**src/rtl/bfa_pkg.sv**
```systemverilog
// shared types and constants of the best-fit arena allocator
`default_nettype none
package bfa_pkg;

	localparam int LEN_W        = 13;
	localparam int HEADER_BYTES = 16;
	localparam int ARENA_MAX    = 4096;
	localparam int ARENA_RESET  = 4096;
	localparam int ARENA_LOW    = (32 > HEADER_BYTES + 1) ? 32 : HEADER_BYTES + 1;

	localparam logic [LEN_W-1:0] HDR       = LEN_W'(HEADER_BYTES);
	localparam logic [LEN_W-1:0] RESET_LEN = LEN_W'(ARENA_RESET - HEADER_BYTES);
	localparam logic [LEN_W-1:0] LEN_MAX   = LEN_W'(ARENA_MAX);
	localparam logic [LEN_W-1:0] LEN_LOW   = LEN_W'(ARENA_LOW);

	localparam logic KIND_ALLOC = 1'b0;
	localparam logic KIND_FREE  = 1'b1;

	typedef enum logic [1:0] {
		ST_OK      = 2'd0,
		ST_NOFIT   = 2'd1,
		ST_DOUBLE  = 2'd2,
		ST_BADADDR = 2'd3
	} status_t;

	typedef enum logic [1:0] {
		S_IDLE,
		S_SCAN,
		S_REWR,
		S_RESP
	} state_t;

	typedef struct packed {
		logic             kind;
		logic [LEN_W-1:0] req_size;
		logic [LEN_W-1:0] free_addr;
	} req_t;

	typedef struct packed {
		status_t          status;
		logic [LEN_W-1:0] addr;
	} rsp_t;

	// one segment table entry held in a cell
	typedef struct packed {
		logic             valid;
		logic             free;
		logic [LEN_W-1:0] len;
	} seg_t;

	typedef struct packed {
		logic             shift;
		logic             init;
		logic [LEN_W-1:0] init_len;
	} ring_ctl_t;

endpackage
`default_nettype wire

```
**src/rtl/bfa_cell.sv**
```systemverilog
// one cell of the segment ring: holds one table entry
`default_nettype none
module bfa_cell #(
	parameter bit HEAD = 1'b0
) (
	input  wire logic              clk,
	input  wire logic              arst_n,
	input  wire bfa_pkg::ring_ctl_t ctl,
	input  wire bfa_pkg::seg_t     nxt,
	output bfa_pkg::seg_t          seg
);

	bfa_pkg::seg_t seg_q;

	always_ff @(posedge clk or negedge arst_n) begin
		if (!arst_n) begin
			seg_q.valid <= HEAD;
			seg_q.free  <= HEAD;
			seg_q.len   <= HEAD ? bfa_pkg::RESET_LEN : '0;
		end else if (ctl.init) begin
			seg_q.valid <= HEAD;
			seg_q.free  <= HEAD;
			seg_q.len   <= HEAD ? ctl.init_len : '0;
		end else if (ctl.shift) begin
			seg_q <= nxt;
		end
	end

	assign seg = seg_q;

endmodule
`default_nettype wire

```
**config.mk**
```make
export PLATFORM = sky130hd
export DESIGN_NAME = bfa_cell
export DESIGN_NICKNAME = d
export VERILOG_FILES = /design/src/rtl/bfa_pkg.sv /design/src/rtl/bfa_cell.sv
export SDC_FILE = /design/constraint.sdc
export NUM_CORES = 1
export LEC_CHECK = 0
export BUFFER_PORTS_ARGS = -buffer_cell sky130_fd_sc_hd__buf_4
export CAP_MARGIN = 0
export CELL_PAD_IN_SITES_DETAIL_PLACEMENT = 1
export CELL_PAD_IN_SITES_GLOBAL_PLACEMENT = 1
export CORE_ASPECT_RATIO = 0.7
export CORE_UTILIZATION = 29
export CTS_BUF_LIST = sky130_fd_sc_hd__clkbuf_8
export CTS_CLUSTER_SIZE = 8
export DETAILED_ROUTE_END_ITERATION = 16
export GPL_ROUTABILITY_DRIVEN = 0
export GPL_TIMING_DRIVEN = 0
export PLACE_DENSITY_LB_ADDON = 0.1
export SETUP_SLACK_MARGIN = 0.4
export SKIP_LAST_GASP = 1
export SLEW_MARGIN = 40
export SYNTH_ARGS = -nofsm -noshare
export SYNTH_HDL_FRONTEND = slang
export SYNTH_SLANG_ARGS = --single-unit
```
**constraint.sdc**
```tcl
create_clock -name clk -period 0.8 [get_ports clk]
set_input_delay 0.08 -clock clk [delete_from_list [all_inputs] [get_ports clk]]
set_output_delay 0.08 -clock clk [all_outputs]
set_load 0.1 [all_outputs]
```
==> metrics.cfg, run 1 <==
[run_status]
status = finished with violations
violations = DRC, hold timing, setup timing

[cells_and_area]
largest_reg_flops = 15
nNetsFinal = 118
syn2layout_area_growth_pct = 91.7
drive_above_1_share = 0.635
fin_area_sq_um = 1180
final_core_util = 0.611
diodes = 0

[route]
drc_errors = 6
ant_nets = 0
first_pass_iters = 10
vias = 479
wl_per_cell_um = 14.1
drt_wl_total_um = 1500
initialDrtViolationCount = 13
viasPerCell = 4.48

[yosys]
ys_warn_count = 0
syn_area_sq_um = 617
avgSynthCellArea_sq_um = 12.9
ys_seq_area_frac = 0.609
yosysUniqueCellTypes = 6
ys_ff_latch = 15
yosys.area.top_type = dfrtp_1
yosys_most_used_dff = dfrtp_1
synth_edf_count = 0
async_reset_ff_frac = 1.00
synth_top_area_frac = 0.609
synth.area.top_cells = dfrtp_1 61%, mux2i_1 24%, nor2_1 9.1%, buf_12 3.2%, buf_6 1.8%
synth_nets = 80
synthTopCellsByCount = 15 x dfrtp_1, 15 x mux2i_1, 15 x nor2_1
netlist_instances = 48

[global_route]
grt_antenna_before_repair = 0
track_usage = 0.151
grt_overflow = 0
grt_max_degree = 16
grt_pass1_wl_um = 2460
grt_pass1_vias = 508

[placed_design]
dp_hpwl_um = 1130
placed_area_sq_um = 941
dp_slack_ns = -0.0350
io_buffers = 32

[sta]
fin_ws_ns = -0.197
fmax_ghz = 1.00
final_hold_viol_count = 15
setup_viol = 24
slew_headroom = 0.696
clock_skew_ns = 0
worst_pin_slew_ns = 0.456
fin_crit_ns = 0.997
fin_crit_sh = 1.25
report.final.slew_viol_count = 0
rsz0062_at_grt = yes
timing.hold.ws_ns = -0.315

[worst_setup_path]
cp_cell_sequence = buf_12
crit_type = reg2out
required_ns = 0.72
path_buf_inv = 1
crit_fanout = 2
crit_path_top_delay_cell = dfrtp_4
crit_family = flip-flops
crit_path_end_kind = primary output
start_kind = register
slowest_delay_ns = 0.50
worstPathArrival_ns = 0.92

[clock_network]
clock_latency_ns = 0.24
cts_made_buffers = 3
cts_tree = yes
htree_levels = 1
clkTransAtPathRegs_ns = 0.06
cts_sinks = 15
clk_path_buf_depth = 2
cts_root_buffer = clkbuf_8

[floorplanning]
initial_core_util = 0.319
placementRows = 13
die_area_sq_um = 2320
coreArea_sq_um = 1940
ios = 47
die_w_um = 57.1
chipHeight_um = 40.6

[power_and_ir_drop]
vdd_drop_max_uv = 1030
p_leak_uw = 0.000547
p_per_area_nw_per_um2 = 1840

[hold_path]
hp-class = in2async

[job]
maxCapViolCount = 0

## logic make-up after synthesis
group / after synthesis / synth area share
and+or+nand+nor: 15 / 0.0913
muxes: 15 / 0.243
buffers and inverters: 3 / 0.0568
DFF: 15 / 0.609
## cell type report
type | instances | area (sq um)
plain buffers | 3 | 35.0
clock buffers | 3 | 41.3
clock inverters | 1 | 5.00
fillers | 183 | 753
multi-input cells | 30 | 206
flip-flops and latches | 15 | 432
well taps | 22 | 27.5
repair buffers | 33 | 435
## repair_timing
action	in CTS	in global routing
endpoints found under the setup margin	30	30
setup buffers	1	0
resized for setup	45	0
endpoints found under the hold margin	15	15
## layout by cell type (no fill, tap or decap)
| master | count |
|---|---|
| buf_4 | 18 |
| buf_12 | 16 |
| mux2i_1 | 15 |
| nor2_1 | 15 |
| dfrtp_4 | 15 |
| clkbuf_8 | 3 |
| clkbuf_1 | 1 |
| buf_6 | 1 |
| clkinv_2 | 1 |
## metal layers
metal | share of wire | track usage
met3 | 0.059 | 0.0581
met1 | 0.44 | 0.196
met2 | 0.50 | 0.244
met4 | 0 | 0.0366
met5 | 0 | 0
## path summary, 6_finish.rpt
kind | start | endpoint | slack [ns] | depth (start not counted)
worst max-delay path | seg[11] | seg[11] | -0.20 | 1
worst min-delay path | arst_n | seg[11] | -0.32 | 1
worst max register to register | seg[11] | seg[11] | -0.12 | 3
max in group asynchronous | arst_n | seg[4] | 0.91 | 1
worst min register to register | seg[13] | seg[13] | 0.60 | 2
min in group clk | ctl[13] | seg[10] | 0.03 | 2
## through the flow
stage	cells	total power (uW)	TNS (ns)	hold WS, ns
after floorplan	48	1290	-2.01	-0.216
after global placement	102	1460	-0.287	-0.0528
after detailed placement	102	1460	-0.231	-0.0512
after CTS	107	2210	-3.26	-0.319
after global routing	107	2260	-3.87	-0.315
final	107	2170	-2.99	-0.315
## report_power, final
group | switching (uW) | internal (uW) | total (uW) | leakage, uW
clock | 247 | 344 | 591 | 0.0000255
sequential | 47.3 | 829 | 876 | 0.000174
combinational | 425 | 279 | 704 | 0.000348
total | 719 | 1450 | 2170 | 0.000547
Note: power is estimated with default switching activity, not from simulation.
==> run 2: changes to the inputs <==
--- a/config.mk
+++ b/config.mk
@@ -10,7 +10,7 @@
 export CELL_PAD_IN_SITES_DETAIL_PLACEMENT = 1
 export CELL_PAD_IN_SITES_GLOBAL_PLACEMENT = 1
 export CORE_ASPECT_RATIO = 0.7
-export CORE_UTILIZATION = 29
+export CORE_UTILIZATION = 31
 export CTS_BUF_LIST = sky130_fd_sc_hd__clkbuf_8
 export CTS_CLUSTER_SIZE = 8
 export DETAILED_ROUTE_END_ITERATION = 16
==> constraint.sdc (replaced) <==
create_clock -name clk -period 1.2 [get_ports clk]
set_input_delay 0.12 -clock clk [delete_from_list [all_inputs] [get_ports clk]]
set_output_delay 0.12 -clock clk [all_outputs]
set_load 0.1 [all_outputs]
==> metrics.cfg, run 2 (synthesized netlist as in run 1, its figures left out) <==
[hold_path]
min-delay-start = ctl[13]
hp-class = in2reg  ; was in2async
hold_path_depth = 2
whs_endpoint = seg[14]

[global_route]
grt_pass1_wl_um = 2620  ; was 2460 um
grt_pass1_vias = 543  ; was 508
grt_overflow = 0  ; unchanged
grt_antenna_before_repair = 0  ; unchanged
track_usage = 0.169  ; was 0.151
grt_max_degree = 16  ; unchanged

[sta]
fin_ws_ns = 0.167  ; was -0.197 ns
final_hold_viol_count = 0  ; was 15
fmax_ghz = 0.968
clock_skew_ns = 0  ; unchanged
worst_pin_slew_ns = 0.445  ; was 0.456 ns
slew_headroom = 0.703  ; was 0.696
report.final.slew_viol_count = 0  ; unchanged
rsz0062_at_grt = yes  ; unchanged
fin_crit_sh = 0.861
setup_viol = 0  ; was 24
final.setup.tns_ns = 0  ; was -2.99 ns
fin_crit_ns = 1.03

[placed_design]
io_buffers = 32  ; unchanged
dp_slack_ns = 0.321  ; was -0.0350 ns
dp_hpwl_um = 1160  ; was 1130 um
placedCellCount = 102  ; unchanged

[route]
ant_nets = 0  ; unchanged
initialDrtViolationCount = 5  ; was 13
vias = 490  ; was 479
drt_wl_total_um = 1560  ; was 1500 um
drc_errors = 0  ; was 6
viasPerCell = 4.58  ; was 4.48
wl_per_cell_um = 14.6  ; was 14.1 um
first_pass_iters = 4  ; was 10

[worst_setup_path]
required_ns = 1.08  ; was 0.72 ns
reg2reg_slack_ns = 0.38  ; was -0.12 ns
cp_cell_sequence = buf_12  ; unchanged
crit_path_end_kind = primary output  ; unchanged
path_buf_inv = 1  ; unchanged
crit_fanout = 2  ; unchanged
reg2reg_to = seg[6]  ; was seg[11]
crit_family = flip-flops  ; unchanged
crit_path_top_delay_cell = dfrtp_4  ; unchanged
worstPathArrival_ns = 0.91  ; was 0.92 ns
start_kind = register  ; unchanged
slowest_delay_ns = 0.49  ; was 0.50 ns
timing.rr.start = seg[6]  ; was seg[11]
crit_type = reg2out  ; unchanged
reg2reg_depth = 2  ; was 3

[clock_network]
cts_root_buffer = clkbuf_8  ; unchanged
clock_latency_ns = 0.24  ; about the same
clkTransAtPathRegs_ns = 0.06  ; about the same
cts_sinks = 15  ; unchanged
htree_levels = 1  ; unchanged
cts_made_buffers = 3  ; unchanged
postCtsSetupBuffers = 0  ; was 1
clk_path_buf_depth = 2  ; unchanged
cts_tree = yes  ; unchanged

[floorplanning]
placementRows = 13  ; unchanged
ios = 47  ; unchanged
initial_core_util = 0.330  ; was 0.319
chipHeight_um = 39.3  ; was 40.6 um
coreArea_sq_um = 1870  ; was 1940 sq um
die_w_um = 55.3  ; was 57.1 um
die_area_sq_um = 2170  ; was 2320 sq um

[cells_and_area]
diodes = 0  ; unchanged
fin_cells = 107  ; unchanged
final_common_cell = buf_4  ; unchanged
syn2layout_area_growth_pct = 91.9  ; was 91.7%
nNetsFinal = 118  ; unchanged
fillers = 184  ; was 183
layout_common_cells = 17 x buf_4, 16 x buf_12, 15 x mux2i_1, 15 x nor2_1, 15 x dfrtp_4  ; was 18 x buf_4, 16 x buf_12, 15 x mux2i_1, 15 x nor2_1, 15 x dfrtp_4
largest_reg_flops = 15  ; unchanged
drive_above_1_share = 0.612  ; was 0.635

[power_and_ir_drop]
vdd_drop_max_uv = 781  ; was 1030 uV
p_leak_uw = 0.000548  ; was 0.000547 uW
p_per_area_nw_per_um2 = 1220  ; was 1840 nW/um^2

[run_status]
status = finished, final reports clean  ; was finished with violations

[job]
maxCapViolCount = 0  ; unchanged

-- run 2: how the worst max path moves through the flow --
stage,start,end,slack (ns),depth (start not counted)
floorplan,seg[0],seg[0],0.26,2
global placement,ctl[13],seg[8],0.35,3
detailed placement,ctl[13],seg[1],0.32,3
CTS,seg[13],seg[13],0.16,1
global route,seg[1],seg[1],0.14,1
finish,seg[13],seg[13],0.17,1
-- run 2: what timing repair did --
action | 4_1_cts | 5_1_grt
gates resized for setup | 45 | 0
cloned | 0 | 0
hold buffers | 1 | 0
pin swaps | 0 | 1
setup endpoints to repair | 18 | 30
endpoints found under the hold margin | 15 | 0
-- run 2: where the power goes --
group	switching, uW	internal (uW)
clock	168	226
combinational	284	186
sequential	32.3	553
-- run 2: through the flow --
step / util / hold slack, ns / total power (uW) / area (sq um)
after floorplan: - / -0.176 / 858 / 673
after global placement: 0.503 / -0.0132 / 970 / 941
after detailed placement: 0.503 / -0.0134 / 975 / 941
after CTS: 0.633 / 0.0693 / 1460 / 1180
after global routing: 0.633 / 0.0753 / 1510 / 1180
final: 0.633 / 0.0732 / 1450 / 1180
-- run 2: layout make-up --
type / instances / area (sq um) / area share
clock buffers: 3 / 41.3 / 0.0349
clock inverters: 1 / 3.75 / 0.00317
plain buffers: 3 / 35.0 / 0.0296
well taps: 22 / 27.5 / 0.0233
multi-input cells: 30 / 206 / 0.174
flip-flops and latches: 15 / 432 / 0.365
repair buffers: 33 / 438 / 0.370
-- run 2: metal layers --
metal,wire [um],GRT usage,vias up,share of wire
met5,0,0,-,0
met4,0,0.0563,0,0
met3,92,0.0627,0,0.059
met2,764,0.274,23,0.49
met1,706,0.214,238,0.45
li1,-,-,229,-
