[config.mk]
export PLATFORM = sky130hd
export DESIGN_NAME = bfa_ctrl
export DESIGN_NICKNAME = d
export VERILOG_FILES = /design/src/rtl/bfa_pkg.sv /design/src/rtl/bfa_ctrl.sv
export SDC_FILE = /design/constraint.sdc
export NUM_CORES = 1
export LEC_CHECK = 0
export ABC_AREA = 0
export ABC_CLOCK_PERIOD_IN_PS = 6600
export CAP_MARGIN = 30
export CORE_MARGIN = 4
export CORE_UTILIZATION = 40
export CTS_CLUSTER_SIZE = 8
export DETAILED_ROUTE_END_ITERATION = 16
export DONT_BUFFER_PORTS = 1
export PLACE_DENSITY = 0.66
export SKIP_LAST_GASP = 1
export SLEW_MARGIN = 20
export SYNTH_ARGS = -nofsm -noshare
export SYNTH_HDL_FRONTEND = slang
export SYNTH_SLANG_ARGS = --single-unit
[constraint.sdc]
create_clock -name clk -period 6.6 [get_ports clk]
set_input_delay 0.66 -clock clk [delete_from_list [all_inputs] [get_ports clk]]
set_output_delay 0.66 -clock clk [all_outputs]
set_load 0.02 [all_outputs]
[src/rtl/bfa_pkg.sv]
// shared types and constants of the best-fit arena allocator
`default_nettype none
package bfa_pkg;

	localparam int LEN_W        = 13;
	localparam int HEADER_BYTES = 16;
	localparam int ARENA_MAX    = 4096;
	localparam int ARENA_RESET  = 4096;
	localparam int ARENA_LOW    = (32 > HEADER_BYTES + 1) ? 32 : HEADER_BYTES + 1;

	localparam logic [LEN_W-1:0] HDR       = LEN_W'(HEADER_BYTES);
	localparam logic [LEN_W-1:0] RESET_LEN = LEN_W'(ARENA_RESET - HEADER_BYTES);
	localparam logic [LEN_W-1:0] LEN_MAX   = LEN_W'(ARENA_MAX);
	localparam logic [LEN_W-1:0] LEN_LOW   = LEN_W'(ARENA_LOW);

	localparam logic KIND_ALLOC = 1'b0;
	localparam logic KIND_FREE  = 1'b1;

	typedef enum logic [1:0] {
		ST_OK      = 2'd0,
		ST_NOFIT   = 2'd1,
		ST_DOUBLE  = 2'd2,
		ST_BADADDR = 2'd3
	} status_t;

	typedef enum logic [1:0] {
		S_IDLE,
		S_SCAN,
		S_REWR,
		S_RESP
	} state_t;

	typedef struct packed {
		logic             kind;
		logic [LEN_W-1:0] req_size;
		logic [LEN_W-1:0] free_addr;
	} req_t;

	typedef struct packed {
		status_t          status;
		logic [LEN_W-1:0] addr;
	} rsp_t;

	// one segment table entry held in a cell
	typedef struct packed {
		logic             valid;
		logic             free;
		logic [LEN_W-1:0] len;
	} seg_t;

	typedef struct packed {
		logic             shift;
		logic             init;
		logic [LEN_W-1:0] init_len;
	} ring_ctl_t;

endpackage
`default_nettype wire

[src/rtl/bfa_ctrl.sv]
// sequencer: scan pass and rewrite pass over the segment ring
`default_nettype none
module bfa_ctrl #(
	parameter int N_SEG = 256
) (
	input  wire logic               clk,
	input  wire logic               arst_n,
	input  wire logic               start,
	output logic                    busy,
	input  wire bfa_pkg::req_t      req,
	output logic                    done,
	output bfa_pkg::rsp_t           rsp,
	input  wire logic               cfg_valid,
	output logic                    cfg_ready,
	input  wire logic [bfa_pkg::LEN_W-1:0] cfg_data,
	input  wire bfa_pkg::seg_t      c0,
	input  wire bfa_pkg::seg_t      c1,
	input  wire bfa_pkg::seg_t      c2,
	output bfa_pkg::ring_ctl_t      ctl,
	output bfa_pkg::seg_t           tail
);

	localparam int IW = $clog2(N_SEG);
	localparam int CW = $clog2(N_SEG + 1);
	localparam int KW = CW + 1;
	localparam int LW = bfa_pkg::LEN_W;

	bfa_pkg::state_t state_q, state_d;
	bfa_pkg::req_t   req_q;
	bfa_pkg::rsp_t   rsp_q;
	bfa_pkg::seg_t   d_q;
	logic [IW-1:0]   k_q, pick_q, hit_q;
	logic [CW-1:0]   cnt_q;
	logic [LW-1:0]   best_q, pstart_q, run_q;
	logic            found_q, hfree_q, lag_q, merged_q;
	logic [1:0]      r_q;

	logic [KW-1:0] k_ext, k_p1, k_p2, k_pr;
	logic          last, fit, upd_alloc, upd_free, split;
	logic [LW-1:0] surplus;
	logic          nx_prev, nx_hit, at_prev, at_hit;
	logic [LW-1:0] len_prev, len_hit;
	bfa_pkg::seg_t src;
	logic [LW-1:0] clamp;

	assign k_ext = KW'(k_q);
	assign k_p1  = k_ext + KW'(1);
	assign k_p2  = k_ext + KW'(2);
	assign k_pr  = k_ext + KW'(r_q);
	assign last  = (k_q == IW'(N_SEG - 1));

	// allocate scan: best fit, later entry wins ties
	assign surplus   = c0.len - req_q.req_size;
	assign fit       = c0.valid && c0.free && (c0.len >= req_q.req_size);
	assign upd_alloc = fit && (!found_q || (surplus <= best_q));
	// free scan: first entry whose payload starts at the offset
	assign upd_free  = !found_q && c0.valid
		&& ((run_q + bfa_pkg::HDR) == req_q.free_addr);

	assign split = (best_q > bfa_pkg::HDR) && (cnt_q < CW'(N_SEG));

	// merge group starting at the free predecessor or at the freed entry
	assign at_prev  = !merged_q && (k_p1 == KW'(hit_q)) && c0.valid && c0.free;
	assign at_hit   = !merged_q && (k_q == hit_q);
	assign nx_prev  = c2.valid && c2.free && (k_p2 < KW'(N_SEG));
	assign nx_hit   = c1.valid && c1.free && (k_p1 < KW'(N_SEG));
	assign len_prev = c0.len + bfa_pkg::HDR + c1.len
		+ (nx_prev ? (bfa_pkg::HDR + c2.len) : '0);
	assign len_hit  = c0.len + (nx_hit ? (bfa_pkg::HDR + c1.len) : '0);

	always_comb begin
		case (r_q)
			2'd1:    src = c1;
			2'd2:    src = c2;
			default: src = c0;
		endcase
	end

	always_comb begin
		if (cfg_data < bfa_pkg::LEN_LOW) begin
			clamp = bfa_pkg::LEN_LOW;
		end else if (cfg_data > bfa_pkg::LEN_MAX) begin
			clamp = bfa_pkg::LEN_MAX;
		end else begin
			clamp = cfg_data;
		end
	end

	always_ff @(posedge clk or negedge arst_n) begin
		if (!arst_n) begin
			state_q <= bfa_pkg::S_IDLE;
		end else begin
			state_q <= state_d;
		end
	end

	always_comb begin
		state_d      = state_q;
		ctl.shift    = 1'b0;
		ctl.init     = 1'b0;
		ctl.init_len = clamp - bfa_pkg::HDR;
		tail         = c0;
		busy         = (state_q != bfa_pkg::S_IDLE);
		cfg_ready    = (state_q == bfa_pkg::S_IDLE);
		done         = (state_q == bfa_pkg::S_RESP);
		case (state_q)
			bfa_pkg::S_IDLE: begin
				ctl.init = cfg_valid;
				if (start) begin
					state_d = bfa_pkg::S_SCAN;
				end
			end
			bfa_pkg::S_SCAN: begin
				ctl.shift = 1'b1;
				if (last) begin
					if (req_q.kind == bfa_pkg::KIND_ALLOC) begin
						state_d = (found_q || upd_alloc) ? bfa_pkg::S_REWR
							: bfa_pkg::S_RESP;
					end else if (upd_free) begin
						state_d = c0.free ? bfa_pkg::S_RESP : bfa_pkg::S_REWR;
					end else if (found_q) begin
						state_d = hfree_q ? bfa_pkg::S_RESP : bfa_pkg::S_REWR;
					end else begin
						state_d = bfa_pkg::S_RESP;
					end
				end
			end
			bfa_pkg::S_REWR: begin
				ctl.shift = 1'b1;
				if (req_q.kind == bfa_pkg::KIND_ALLOC) begin
					if (k_q == pick_q) begin
						tail = '{valid: 1'b1, free: 1'b0,
							len: split ? req_q.req_size : c0.len};
					end else if (lag_q) begin
						tail = d_q;
					end
				end else begin
					if (at_prev) begin
						tail = '{valid: 1'b1, free: 1'b1, len: len_prev};
					end else if (at_hit) begin
						tail = '{valid: 1'b1, free: 1'b1, len: len_hit};
					end else if (merged_q) begin
						tail = (k_pr < KW'(N_SEG)) ? src : '0;
					end
				end
				if (last) begin
					state_d = bfa_pkg::S_RESP;
				end
			end
			bfa_pkg::S_RESP: begin
				state_d = bfa_pkg::S_IDLE;
			end
			default: begin
				state_d = bfa_pkg::S_IDLE;
			end
		endcase
	end

	always_ff @(posedge clk or negedge arst_n) begin
		if (!arst_n) begin
			cnt_q    <= CW'(1);
			k_q      <= '0;
			found_q  <= 1'b0;
			lag_q    <= 1'b0;
			merged_q <= 1'b0;
			r_q      <= '0;
		end else begin
			case (state_q)
				bfa_pkg::S_IDLE: begin
					if (cfg_valid) begin
						cnt_q <= CW'(1);
					end
					k_q      <= '0;
					found_q  <= 1'b0;
					lag_q    <= 1'b0;
					merged_q <= 1'b0;
					r_q      <= '0;
				end
				bfa_pkg::S_SCAN: begin
					k_q <= last ? '0 : k_q + IW'(1);
					if (req_q.kind == bfa_pkg::KIND_ALLOC) begin
						if (upd_alloc) begin
							found_q <= 1'b1;
						end
					end else if (upd_free) begin
						found_q <= 1'b1;
					end
				end
				bfa_pkg::S_REWR: begin
					k_q <= last ? '0 : k_q + IW'(1);
					if (req_q.kind == bfa_pkg::KIND_ALLOC) begin
						if (k_q == pick_q && split) begin
							lag_q <= 1'b1;
						end
						if (last && split) begin
							cnt_q <= cnt_q + CW'(1);
						end
					end else begin
						if (at_prev) begin
							merged_q <= 1'b1;
							r_q      <= nx_prev ? 2'd2 : 2'd1;
							cnt_q    <= cnt_q - (nx_prev ? CW'(2) : CW'(1));
						end else if (at_hit) begin
							merged_q <= 1'b1;
							r_q      <= nx_hit ? 2'd1 : 2'd0;
							cnt_q    <= cnt_q - (nx_hit ? CW'(1) : CW'(0));
						end
					end
				end
				default: begin
				end
			endcase
		end
	end

	// payload registers
	always_ff @(posedge clk) begin
		case (state_q)
			bfa_pkg::S_IDLE: begin
				req_q <= req;
				run_q <= '0;
			end
			bfa_pkg::S_SCAN: begin
				if (c0.valid) begin
					run_q <= run_q + bfa_pkg::HDR + c0.len;
				end
				if (req_q.kind == bfa_pkg::KIND_ALLOC) begin
					if (upd_alloc) begin
						best_q   <= surplus;
						pick_q   <= k_q;
						pstart_q <= run_q;
					end
					rsp_q.status <= bfa_pkg::ST_NOFIT;
				end else begin
					if (upd_free) begin
						hit_q   <= k_q;
						hfree_q <= c0.free;
					end
					if (upd_free) begin
						rsp_q.status <= c0.free ? bfa_pkg::ST_DOUBLE : bfa_pkg::ST_OK;
					end else if (!found_q) begin
						rsp_q.status <= bfa_pkg::ST_BADADDR;
					end
				end
				rsp_q.addr <= '0;
			end
			bfa_pkg::S_REWR: begin
				if (req_q.kind == bfa_pkg::KIND_ALLOC) begin
					if (k_q == pick_q) begin
						d_q <= '{valid: 1'b1, free: 1'b1, len: best_q - bfa_pkg::HDR};
					end else if (lag_q) begin
						d_q <= c0;
					end
					rsp_q.status <= bfa_pkg::ST_OK;
					rsp_q.addr   <= pstart_q + bfa_pkg::HDR;
				end else begin
					rsp_q.status <= bfa_pkg::ST_OK;
					rsp_q.addr   <= '0;
				end
			end
			default: begin
			end
		endcase
	end

	assign rsp = rsp_q;

`ifndef SYNTH
	a_done_single: assert property (@(posedge clk) disable iff (!arst_n)
		done |=> !done)
		else $error("result strobe held for more than one cycle");
	a_addr_zero: assert property (@(posedge clk) disable iff (!arst_n)
		(done && rsp.status != bfa_pkg::ST_OK) |-> (rsp.addr == '0))
		else $error("address driven on a failed request");
	a_take: assert property (@(posedge clk) disable iff (!arst_n)
		(start && !busy) |=> busy)
		else $error("request taken without going busy");
	a_count: assert property (@(posedge clk) disable iff (!arst_n)
		(cnt_q != '0) && (cnt_q <= CW'(N_SEG)))
		else $error("segment count out of range");
`endif

endmodule
`default_nettype wire

==> results.yml <==
floorplanning:
  start_util_pct: 40.7
  boundaryPins: 137
  coreArea_um2: 27000
  die_y_um: 174
  die_area_um2: 30100
  fp.dieW_um: 174
  std_cell_rows: 60
setup_path:
  path_cells: "and3_1 > and3_1 > a21oi_1 > buf_4 > and2_1 > fa_1 > ha_1 > ha_1 > fa_1 > a21oi_1 > o2111ai_1 > a21o_1 > a21oi_1 > o21ai_0 > xnor2_1 > o221ai_1"
  cp.required_ps: 5940
  critPathMaxFanout: 16
  end_kind: "output port"
  critPathArrivalTime_ps: 5170
  cp.buffers_inverters: 1
  worst_path_dominant_cell_family: "compound AO/OA/AOI/OAI gates"
  slowest_stage: "dfrtp_1"
  cpMostUsedCell: "a21oi_1"
  critical_path.max_stage_delay_ps: 630
  worst_setup_path_start_kind: "flop"
  criticalPathCategory: "reg -> out"
timing:
  finalCritPeriodShare_pct: 88.3
  layout_min_cycle_time_ps: 5830
  hold_violations: 0
  setup_ws_ps: 772
  holdWs_ps: 37.9
  timing.slew.headroom_pct: 39.2
  tns_ps: 0
  rsz0062_at_grt: "no"
  drv_slew: 0
  fin_skew_ps: 15.8
  tightestPinTransition_ps: 905
  setup_viol_count_final: 0
  fmax_mhz: 172
placed_design:
  postPlaceCellArea_um2: 11300
  dp_hpwl_um: 23000
  gp_congestion: 0.883
  numPortBuffers: 0
  dp_slack_ps: 1310
synthesis:
  synthTopCellsByCount: "113 x edfxtp_1, 98 x nand2_1, 98 x o21ai_0, 95 x ha_1"
  synth_most_common_cell: "edfxtp_1"
  netlist_area_um2: 11000
  yosys_register_bits: 137
  netlist_instances: 1182
  yosysUniqueCellTypes: 69
  synthArstFlopShare_pct: 17.5
  yosys.area.top_type: "edfxtp_1"
  yosysWarnings: 0
  synth.area.top_cells: "edfxtp_1 31%, ha_1 11%, dfrtp_1 5.2%"
  ys.flop_type: "edfxtp_1"
  ys_seq_area_share_pct: 36.4
  synth.net_count: 1383
  synth_area_per_cell_um2: 9.28
  yosysTopAreaCellShare_pct: 30.9
  synth-edff-count: 113
global_routing:
  grt_usage_pct: 19.8
  grt_overflow_total: 0
  grt_pass1_wl_um: 47600
  grt_max_degree: 58
  grt_pass1_vias: 8597
  antenna_found_initial: 0
hold_path:
  min-delay-path-class: "in -> async"
cts:
  cts_buffer_depth: 2
  cts_tree: "yes"
  cts.sinks: 137
  postCtsSetupBuffers: 0
  cts-root-buf: "clkbuf_16"
  numCtsBuffers: 17
  htree_levels: 4
  clk_latency_ps: 440
  clk_pin_slew_worst_paths_ps: 70
layout:
  nFillCells: 2551
  diodes: 0
  syn_to_final_growth_pct: 8.61
  drive_gt1_share_pct: 5.83
  finalInstanceArea_um2: 11900
  finalNetCount: 1371
routing:
  drc: 0
  wire_per_inst_um: 19.9
  routed_via_density: 5.91
  ant_nets: 0
  wl_um: 30400
  drtIter0Drc: 772
  vias: 9003
  dr.pass1.iters: 5
power:
  powerDensity_nw_per_um2: 362
  peakVddDrop_mv: 0.211
  p_leak_nw: 4.65
run:
  cap_violations: 0
status:
  status: "complete, no violations"
## per-layer routing
layer / vias up / wire length (um) / global-route usage (%)
li1: 4326 / - / -
met1: 4283 / 13800 / 26.9
met2: 344 / 13600 / 31.2
met3: 50 / 2160 / 4.58
met4: 0 / 796 / 6.66
met5: - / 0 / 0
## final cells by class
| type | instances | area, um^2 | area share (%) |
|---|---|---|---|
| Multi-Input combinational cell | 924 | 6510 | 54.6 |
| Tap cell | 341 | 427 | 3.58 |
| Timing Repair Buffer | 10 | 87.6 | 0.735 |
| Clock buffer | 17 | 425 | 3.57 |
| Inverter | 80 | 300 | 2.52 |
| Sequential cell | 137 | 4000 | 33.5 |
| Clock inverter | 15 | 173 | 1.45 |
## sequential cells by signal, summed over array words and instances, names as in the netlist
register  count
r_q           2
hit_q         8
best_q       13
rsp          15
k_q           8
run_q        13
cnt_q         9
merged_q      1
hfree_q       1
req_q        27
state_q       2
pick_q        8
pstart_q     13
found_q       1
lag_q         1
d_q          15
## final timing paths
| check | from | end | slack [ps] | cells after the start |
|---|---|---|---|---|
| min | arst_n | k_q[6] | 40 | 1 |
| max reg2reg | k_q[1] | cnt_q[8] | 1630 | 15 |
| max in group asynchronous | arst_n | cnt_q[8] | 6400 | 1 |
| min in group clk | req[7] | req_q[7] | 310 | 0 |
| max | k_q[4] | tail[12] | 770 | 16 |
| min reg2reg | cnt_q[0] | cnt_q[0] | 490 | 2 |
## timing repair
item,4_1_cts,5_1_grt
hold buffers,1,0
resized for setup,0,0
endpoints found under the hold margin,23,0
## per-stage QoR
stage | instances | util, % | total power, mW
floorplan | 1182 | - | 2.89
global placement | 1491 | 41.9 | 3.29
detailed placement | 1491 | 41.9 | 3.34
CTS | 1524 | 44.2 | 4.31
global route | 1524 | 44.2 | 4.61
finish | 1524 | 44.2 | 4.31
## where the power goes
group	switching, mW	internal, mW
Clock	0.451	0.510
Sequential	0.234	1.24
Combinational	1.15	0.733
## layout by cell type (no fill, tap or decap), types with 16 or more instances in the layout
cell type,n
nor2b_1,16
nand2_1,98
clkbuf_16,17
edfxtp_1,113
or3_1,16
xor2_1,46
nand3_1,33
nor3_1,32
inv_1,80
dfrtp_1,23
o21ai_0,97
fa_1,17
nand4_1,20
nor2_1,73
and2_1,22
ha_1,94
xnor2_1,59
a21oi_1,79
and3_1,22
## logic make-up (layout without fill, tap and decap cells)
kind of cell / after synthesis / count (layout) / share of synthesized area [%]
buf+inv: 121 / 122 / 4.49
mux: 11 / 11 / 1.08
fa+ha+maj: 112 / 112 / 13.9
simple gates: 373 / 373 / 17.0
xor+xnor: 107 / 107 / 8.80
compound gates: 321 / 321 / 18.2
flops: 137 / 137 / 36.4
Note: power is estimated with default switching activity, not from simulation.
